**src/rtl/core/kced_pkg.sv**
```systemverilog
// ----------------------------------------------------------------------------
// kced_pkg
// Shared types, constants and helpers for the key change event detector.
// ----------------------------------------------------------------------------
package kced_pkg;

   localparam int KEY_COUNT       = 256;
   localparam int SLOTS_PER_GROUP = 8;

   localparam int NUM_GROUPS = 8;
   localparam int NUM_CHUNKS = 4;
   localparam int CHUNK_W    = 64;
   localparam int CODE_W     = 8;
   localparam int CSR_IDX_W  = $clog2(NUM_GROUPS);

   // modifier state bit positions
   localparam int MOD_SHIFT   = 0;
   localparam int MOD_CONTROL = 2;
   localparam int MOD_ALT     = 3;

   typedef struct packed {
      logic [1:0]         chunk_index;
      logic [CHUNK_W-1:0] chunk_keys;
      logic               last_chunk;
   } req_type;

   typedef struct packed {
      logic              pressed;
      logic [CODE_W-1:0] raw_keycode;
      logic [CODE_W-1:0] mapped_keycode;
      logic [7:0]        modifier_bits;
      logic              shift_held;
      logic              control_held;
      logic              alt_held;
   } rsp_type;

   // keys at or above KEY_COUNT are masked off
   function automatic logic [CHUNK_W-1:0] chunk_mask(input logic [1:0] ci);
      int base;
      int span;
      base = int'(ci) * CHUNK_W;
      span = KEY_COUNT - base;
      if (base >= KEY_COUNT) begin
         return '0;
      end else if (span >= CHUNK_W) begin
         return '1;
      end else begin
         return (CHUNK_W'(1) << span) - CHUNK_W'(1);
      end
   endfunction

   // index of lowest set bit: isolate it, then encode the one-hot
   function automatic logic [5:0] lowest_index(input logic [63:0] v);
      logic [63:0] one;
      logic [5:0]  idx;
      one = v & (~v + 64'd1);
      idx = '0;
      for (int b = 0; b < 6; b++) begin
         for (int i = 0; i < 64; i++) begin
            if (((i >> b) & 1) == 1) begin
               idx[b] = idx[b] | one[i];
            end
         end
      end
      return idx;
   endfunction

   // index of highest set bit
   function automatic logic [5:0] highest_index(input logic [63:0] v);
      logic [63:0] rev;
      for (int i = 0; i < 64; i++) begin
         rev[i] = v[63-i];
      end
      return ~lowest_index(rev);
   endfunction

   // fixed keycode remap
   function automatic logic [CODE_W-1:0] remap_code(input logic [CODE_W-1:0] c);
      logic [CODE_W-1:0] r;
      if (c >= 8'd9 && c <= 8'd96) begin
         r = c - 8'd8;
      end else if (c >= 8'd133 && c <= 8'd137) begin
         r = c + 8'd86;
      end else begin
         unique case (c)
            8'd105:  r = 8'd157;
            8'd108:  r = 8'd184;
            8'd127:  r = 8'd197;
            8'd110:  r = 8'd199;
            8'd111:  r = 8'd200;
            8'd112:  r = 8'd201;
            8'd113:  r = 8'd203;
            8'd114:  r = 8'd205;
            8'd115:  r = 8'd207;
            8'd116:  r = 8'd208;
            8'd117:  r = 8'd209;
            8'd118:  r = 8'd210;
            8'd119:  r = 8'd211;
            default: r = c;
         endcase
      end
      return r;
   endfunction

endpackage

```
**src/rtl/core/key_change_event_detector.sv**
```systemverilog
// ----------------------------------------------------------------------------
// key_change_event_detector
// Finds the first changed key per snapshot and emits one press/release event.
// ----------------------------------------------------------------------------
// Takes one chunk beat per clock cycle, back to back, while req_stall is
// low, and passes each event through the keymap read, change search and
// keymap write-back, modifier update and output register stages. The
// rate is set by the single keymap memory read-modify-write per beat; a
// chunk that follows a write to the same chunk picks up the new word by
// forwarding. Stall on the result side backs up through the three stages
// and reaches req_stall only once all of them hold data. The stored keymap
// reads as all zero after reset with no clearing pass; the group code
// registers may be written only while the block is idle.
module key_change_event_detector
   import kced_pkg::*;
(
   input  logic                 clock,
   input  logic                 reset,
   input  logic                 req_valid,
   output logic                 req_stall,
   input  req_type              req_data,
   output logic                 rsp_valid,
   input  logic                 rsp_stall,
   output rsp_type              rsp_data,
   input  logic                 csr_wr_en,
   input  logic [CSR_IDX_W-1:0] csr_index,
   input  logic [63:0]          csr_wdata
);

   // group code registers
   logic [63:0] group_codes_ff [NUM_GROUPS];

   // keymap memory and per-entry valid bits (invalid entry reads as zero)
   logic [CHUNK_W-1:0]    keymap_mem [NUM_CHUNKS];
   logic [NUM_CHUNKS-1:0] key_valid_ff;

   // stage 1: chunk plus registered memory read
   logic               s1_valid_ff;
   req_type            s1_req_ff;
   logic [CHUNK_W-1:0] rd_data_ff;
   logic               rd_valid_ff;
   logic               fwd_hit_ff;
   logic [CHUNK_W-1:0] fwd_data_ff;
   logic               event_taken_ff;

   // stage 2: pending event
   logic              s2_valid_ff;
   logic              s2_down_ff;
   logic [CODE_W-1:0] s2_code_ff;

   // modifier tracking
   logic [7:0] slot_bits_ff [NUM_GROUPS];
   logic [7:0] modifier_state_ff;

   // output register
   logic    rsp_valid_ff;
   rsp_type rsp_data_ff;

   // flow control
   logic adv_out;
   logic s2_free;
   logic s1_free;
   logic s1_fire;
   logic accept;

   // stage 1 logic
   logic [CHUNK_W-1:0] cur_word;
   logic [CHUNK_W-1:0] diff;
   logic [5:0]         pos;
   logic               has_event;
   logic [CHUNK_W-1:0] wr_data;
   logic               down;

   // stage 2 logic
   logic [63:0]           match;
   logic                  hit;
   logic [5:0]            hit_idx;
   logic [CSR_IDX_W-1:0]  hit_g;
   logic [2:0]            hit_s;
   logic [7:0]            slot_bits_in;
   logic [7:0]            modifier_state_in;
   logic                  out_load;
   rsp_type               rsp_data_in;

   // --- flow control: each stage moves when the one after has room ---------
   assign adv_out   = !rsp_valid_ff || !rsp_stall;
   assign s2_free   = !s2_valid_ff || adv_out;
   assign s1_free   = !s1_valid_ff || s2_free;
   assign s1_fire   = s1_valid_ff && s2_free;
   assign accept    = req_valid && s1_free;
   assign req_stall = !s1_free;
   assign out_load  = s2_valid_ff && adv_out;

   // --- configuration --------------------------------------------------------
   always_ff @(posedge clock) begin
      if (reset) begin
         for (int g = 0; g < NUM_GROUPS; g++) begin
            group_codes_ff[g] <= '0;
         end
      end else if (csr_wr_en) begin
         group_codes_ff[csr_index] <= csr_wdata;
      end
   end

   // --- stage 1: change search ---------------------------------------------
   // a write from the beat ahead wins over the stale memory read
   always_comb begin
      priority if (fwd_hit_ff) begin
         cur_word = fwd_data_ff;
      end else if (rd_valid_ff) begin
         cur_word = rd_data_ff;
      end else begin
         cur_word = '0;
      end
      diff      = (cur_word ^ s1_req_ff.chunk_keys) & chunk_mask(s1_req_ff.chunk_index);
      pos       = lowest_index(diff);
      has_event = s1_fire && !event_taken_ff && (diff != '0);
      wr_data   = cur_word ^ (CHUNK_W'(1) << pos);
      down      = s1_req_ff.chunk_keys[pos];
   end

   // keymap memory: one write, one registered read
   always_ff @(posedge clock) begin
      if (has_event) begin
         keymap_mem[s1_req_ff.chunk_index] <= wr_data;
      end
      if (accept) begin
         rd_data_ff  <= keymap_mem[req_data.chunk_index];
         s1_req_ff   <= req_data;
         fwd_data_ff <= wr_data;
      end
   end

   always_ff @(posedge clock) begin
      if (reset) begin
         key_valid_ff   <= '0;
         s1_valid_ff    <= 1'b0;
         rd_valid_ff    <= 1'b0;
         fwd_hit_ff     <= 1'b0;
         event_taken_ff <= 1'b0;
      end else begin
         if (has_event) begin
            key_valid_ff[s1_req_ff.chunk_index] <= 1'b1;
         end
         if (s1_free) begin
            s1_valid_ff <= req_valid;
         end
         if (accept) begin
            rd_valid_ff <= key_valid_ff[req_data.chunk_index];
            fwd_hit_ff  <= has_event && (s1_req_ff.chunk_index == req_data.chunk_index);
         end
         // end of snapshot re-arms the search
         if (s1_fire) begin
            if (s1_req_ff.last_chunk) begin
               event_taken_ff <= 1'b0;
            end else if (has_event) begin
               event_taken_ff <= 1'b1;
            end
         end
      end
   end

   // --- stage 2 register -----------------------------------------------------
   always_ff @(posedge clock) begin
      if (reset) begin
         s2_valid_ff <= 1'b0;
      end else if (s2_free) begin
         s2_valid_ff <= has_event;
      end
   end

   always_ff @(posedge clock) begin
      if (has_event) begin
         s2_down_ff <= down;
         s2_code_ff <= {s1_req_ff.chunk_index, pos};
      end
   end

   // --- stage 2: modifier group lookup ---------------------------------------
   // highest group, then highest slot wins; code zero marks an empty slot
   always_comb begin
      for (int g = 0; g < NUM_GROUPS; g++) begin
         for (int s = 0; s < 8; s++) begin
            match[g*8+s] = (s < SLOTS_PER_GROUP) && (s2_code_ff != '0) &&
                           (group_codes_ff[g][8*s +: 8] == s2_code_ff);
         end
      end
      hit     = (match != '0);
      hit_idx = highest_index(match);
      hit_g   = hit_idx[5:3];
      hit_s   = hit_idx[2:0];
      if (s2_down_ff) begin
         slot_bits_in = slot_bits_ff[hit_g] | (8'd1 << hit_s);
      end else begin
         slot_bits_in = slot_bits_ff[hit_g] & ~(8'd1 << hit_s);
      end
      modifier_state_in = modifier_state_ff;
      if (hit) begin
         modifier_state_in[hit_g] = (slot_bits_in != '0);
      end
      rsp_data_in.pressed        = s2_down_ff;
      rsp_data_in.raw_keycode    = s2_code_ff;
      rsp_data_in.mapped_keycode = remap_code(s2_code_ff);
      rsp_data_in.modifier_bits  = modifier_state_in;
      rsp_data_in.shift_held     = modifier_state_in[MOD_SHIFT];
      rsp_data_in.control_held   = modifier_state_in[MOD_CONTROL];
      rsp_data_in.alt_held       = modifier_state_in[MOD_ALT];
   end

   always_ff @(posedge clock) begin
      if (reset) begin
         for (int g = 0; g < NUM_GROUPS; g++) begin
            slot_bits_ff[g] <= '0;
         end
         modifier_state_ff <= '0;
      end else if (out_load && hit) begin
         slot_bits_ff[hit_g] <= slot_bits_in;
         modifier_state_ff   <= modifier_state_in;
      end
   end

   // --- output register ------------------------------------------------------
   always_ff @(posedge clock) begin
      if (reset) begin
         rsp_valid_ff <= 1'b0;
      end else if (adv_out) begin
         rsp_valid_ff <= s2_valid_ff;
      end
   end

   always_ff @(posedge clock) begin
      if (out_load) begin
         rsp_data_ff <= rsp_data_in;
      end
   end

   assign rsp_valid = rsp_valid_ff;
   assign rsp_data  = rsp_data_ff;

endmodule

```
**config.mk**
```make
export PLATFORM = sky130hd
export DESIGN_NAME = key_change_event_detector
export DESIGN_NICKNAME = d
export VERILOG_FILES = /design/src/rtl/core/kced_pkg.sv /design/src/rtl/core/key_change_event_detector.sv
export SDC_FILE = /design/constraint.sdc
export NUM_CORES = 2
export LEC_CHECK = 0
export ABC_AREA = 1
export CAP_MARGIN = 0
export CORE_ASPECT_RATIO = 1.2
export CORE_MARGIN = 2
export CORE_UTILIZATION = 50
export DETAILED_ROUTE_END_ITERATION = 10
export DONT_BUFFER_PORTS = 1
export PLACE_DENSITY = 0.71
export SLEW_MARGIN = 20
export SYNTH_ARGS = -nofsm -noshare
export SYNTH_HDL_FRONTEND = slang
export SYNTH_SLANG_ARGS = --single-unit
export TNS_END_PERCENT = 30
```
**constraint.sdc**
```tcl
create_clock -name clock -period 19.1 [get_ports clock]
set_input_delay 3.82 -clock clock [delete_from_list [all_inputs] [get_ports clock]]
set_output_delay 3.82 -clock clock [all_outputs]
set_load 0.1 [all_outputs]
```
==> impl_metrics.ini <==
[status]
status = finished, final reports clean

[sta]
setup_tns_ns = 0
slew-limit-headroom_pct = 26.4
whs_ns = 0.456
fin_skew_ns = 0.0444
setup_viol = 0
tightest_slew_ns = 1.10
timing.final.crit_share_pct = 45.6
hold_viol = 0
fin_crit_ns = 8.70
fin_ws_ns = 10.40
drv_slew = 0
rsz0062_at_grt = no
fmax_mhz = 115

[floorplanning]
fp.dieH_um = 369
coreArea_um2 = 110000
pin_count = 169
die_x_um = 308
initial_core_util_pct = 50.5
num_rows = 133
die-area_um2 = 114000

[pwr]
p_sw_mw = 1.41
finalPower_mw = 5.45
power_density_nw_per_um2 = 91.3
pwr-share-clk_pct = 37.4
p_int_mw = 4.04
p_leak_nw = 24.8
switching_share_pct = 25.9
vdd_ir_drop_max_v = 0.0000888
p_seq_share_pct = 51.4
power_frac_comb_pct = 11.2

[yosys]
avgSynthCellArea_um2 = 9.44
yosysTopAreaCell = edfxtp_1
synth_area_leaders = edfxtp_1, nand2_1, nor2_1
synthCells = 5872
synth_top_area_share_pct = 57.5
synth-seq-area-share_pct = 58.1
synth-edff-count = 1061
async_reset_ff_share_pct = 0
yosysUniqueCellTypes = 60
yosys_warnings = 0
netlist_area_um2 = 55400
syn-num-nets = 6014
synth-seq-cells = 1079
synthFlopType = edfxtp_1

[global_routing]
grt_first_pass_wirelength_um = 243000
grt-ovfl-total = 0
grt_antenna_before_repair = 21
grt_usage_pct = 28.9
grt_max_degree = 133
grt_pass1_vias = 40300

[detailed_routing]
drc = 0
routedWlPerCell_um = 22.4
via_per_inst = 5.61
drtPass1Iterations = 6
finalWirelength_um = 164000
vias = 41000
drtIter0Drc = 3528
drt.antenna.violating_nets = 0

[cells_and_area]
area_growth_pct = 7.62
nNetsFinal = 5936
stdcell_count = 7306
multi_input_area_um2 = 20000
nFillCells = 9616
seq_area_um2 = 32200
drive_above_1_share_pct = 6.26

[setup_path]
crit_required_ns = 15.28
critPathArrivalTime_ns = 4.88
criticalPathCategory = input pin to primary output
critical_path.top_delay_family = buffers and inverters
critPathBufInv = 1
worstPathCellList = nand2_1, nor2_1, nand2_1, inv_1
crit_path_frequent_cell = nand2_1
critPathLaunchType = input pin
end_kind = primary output
crit_path_max_incr_delay_ns = 0.69
slowest_stage = inv_1
crit_path_max_fanout = 3
rrSetupSlack_ns = 12.45

[place]
numPortBuffers = 0
gp_congestion = 1.01
dpl_worst_slack_ns = 10.39
dpl.hpwl_um = 107000
post-place-cells = 7104

[cts]
clk_path_buf_depth = 3
numCtsBuffers = 105
cts-hold-fix-buffers = 0
clk_pin_slew_ns = 0.06
cts_resized = 0
cts_root_buffer = clkbuf_16
htreeDepth = 3
cts.sinks = 1079
post-cts-setup-buffers = 0
cts_tree = done
clock_latency_ns = 0.74

[hold_path]
hold_class = flop to flop

[flow_run]
cap_violations = 0
layer usage:
metal	global-route usage (%)	share of wire (%)	vias up
met1	33.4	36	19600
met3	5.49	8.4	513
li1	-	-	19000
met5	0	0.085	-
met2	49.7	49	1841
met4	17.3	6.5	20
cell usage in the layout (no fill, tap or decap), types with 14 or more instances in the layout:
cell	synthesis	routed
nand3b_1	15	15
nand2_1	1322	1306
nor3_1	56	52
o22ai_1	65	65
clkinv_1	2	22
edfxtp_1	1061	1061
clkbuf_1	88	16
inv_2	15	16
nor2_4	14	15
o21ai_0	175	175
a21oi_1	30	30
nand4_1	82	82
nand3_1	315	315
xor2_1	163	163
nand2_2	27	35
clkinv_2	0	22
nor2_2	39	39
nor4_1	14	14
nor2_1	1289	1288
xnor2_1	368	368
clkbuf_16	0	107
inv_1	470	467
dfxtp_1	18	16
buf_4	41	43
flip-flops by register name, indices dropped and copies added, names as in the netlist:
name and cells:
s1_req_ff 67, fwd_data_ff 64, s2_down_ff 1, event_taken_ff 1, rd_data_ff 64, rsp_valid 1
s2_valid_ff 1, fwd_hit_ff 1, s2_code_ff 8, modifier_state_ff 8, keymap_mem 256, group_codes_ff 512
key_valid_ff 4, rsp_data 25, rd_valid_ff 1, s1_valid_ff 1, slot_bits_ff 64
power groups by stage:
stage                     clock [mW]  combinational (mW)  sequential (mW)
after CTS                       2.05               0.606             2.80
after detailed placement           0               0.603             2.85
after global placement             0               0.591             2.84
after global routing            2.14               0.672             2.81
after floorplan                    0               0.454             2.84
final                           2.03               0.612             2.80
stage by stage:
stage,utilization [%],cell area [um^2]
6_report,54.3,59700
3_3_place_gp,51.3,56300
2_1_floorplan,-,55400
5_1_grt,54.3,59600
4_1_cts,54.3,59600
3_5_place_dp,51.3,56300
path summary, 6_finish.rpt:
path / start / end / cells past startpoint
max: rsp_stall / req_stall / 4
max reg2reg: fwd_hit_ff / s2_down_ff / 26
min: s2_code_ff[4] / rsp_data[23] / 0
min reg2reg: s2_code_ff[4] / rsp_data[23] / 0
cells in the mapped netlist (all sizes together) (2+ instances only):
master,count
and2,4
nor2b,2
clkbuf,89
nand4,84
nand2b,2
o211ai,5
xnor2,370
inv,487
nor4,14
o22ai,65
clkinv,2
xor2,163
nand3,329
nor3b,6
dfxtp,18
a21oi,30
nor3,59
nand3b,15
nand2,1351
o21ai,185
o2111ai,5
o21a,4
o31ai,4
edfxtp,1061
nor2,1345
mux2,2
ha,3
buf,146
or2,12
logic make-up after synthesis:
| logic type | Yosys count | share of synthesized area, % |
|---|---|---|
| simple gates | 3225 | 24.2 |
| flops | 1079 | 58.1 |
| buf+inv | 724 | 6.04 |
| xor+xnor | 533 | 8.45 |
| compound gates | 305 | 3.04 |
| mux | 3 | 0.0587 |
| fa+ha+maj | 3 | 0.0677 |
worst register-to-register path, cell delays in order (launching register included):
cell and delay, ns:
dfxtp_2 0.80, inv_2 0.49, buf_4 0.45, nand3_1 0.17
nand2_1 0.13, xor2_1 0.18, nor2_1 0.18, nand2_1 0.15
nor2_2 0.31, nand2_2 0.17, nor3_2 0.40, nand2_1 0.18
inv_1 0.09, nand3_1 0.33, nand2_1 0.20, nor2_1 0.07
nand3_1 0.10, nor2_1 0.08, nand3_2 0.06, buf_4 0.56
o21ai_0 0.48, nand2_1 0.14, nand3_1 0.09, nand3_1 0.09
nand3_1 0.18, nand3b_1 0.15, nand2_1 0.13
final cells by class:
type	instances	area share [%]
Multi-Input combinational cell	4069	33.5
Inverter	489	3.09
Tap cell	1417	2.97
Clock inverter	65	0.940
Sequential cell	1079	54.0
Clock buffer	125	4.64
Antenna cell	12	0.0503
Timing Repair Buffer	50	0.814
No activity file was read; power rests on OpenSTA's default activity.
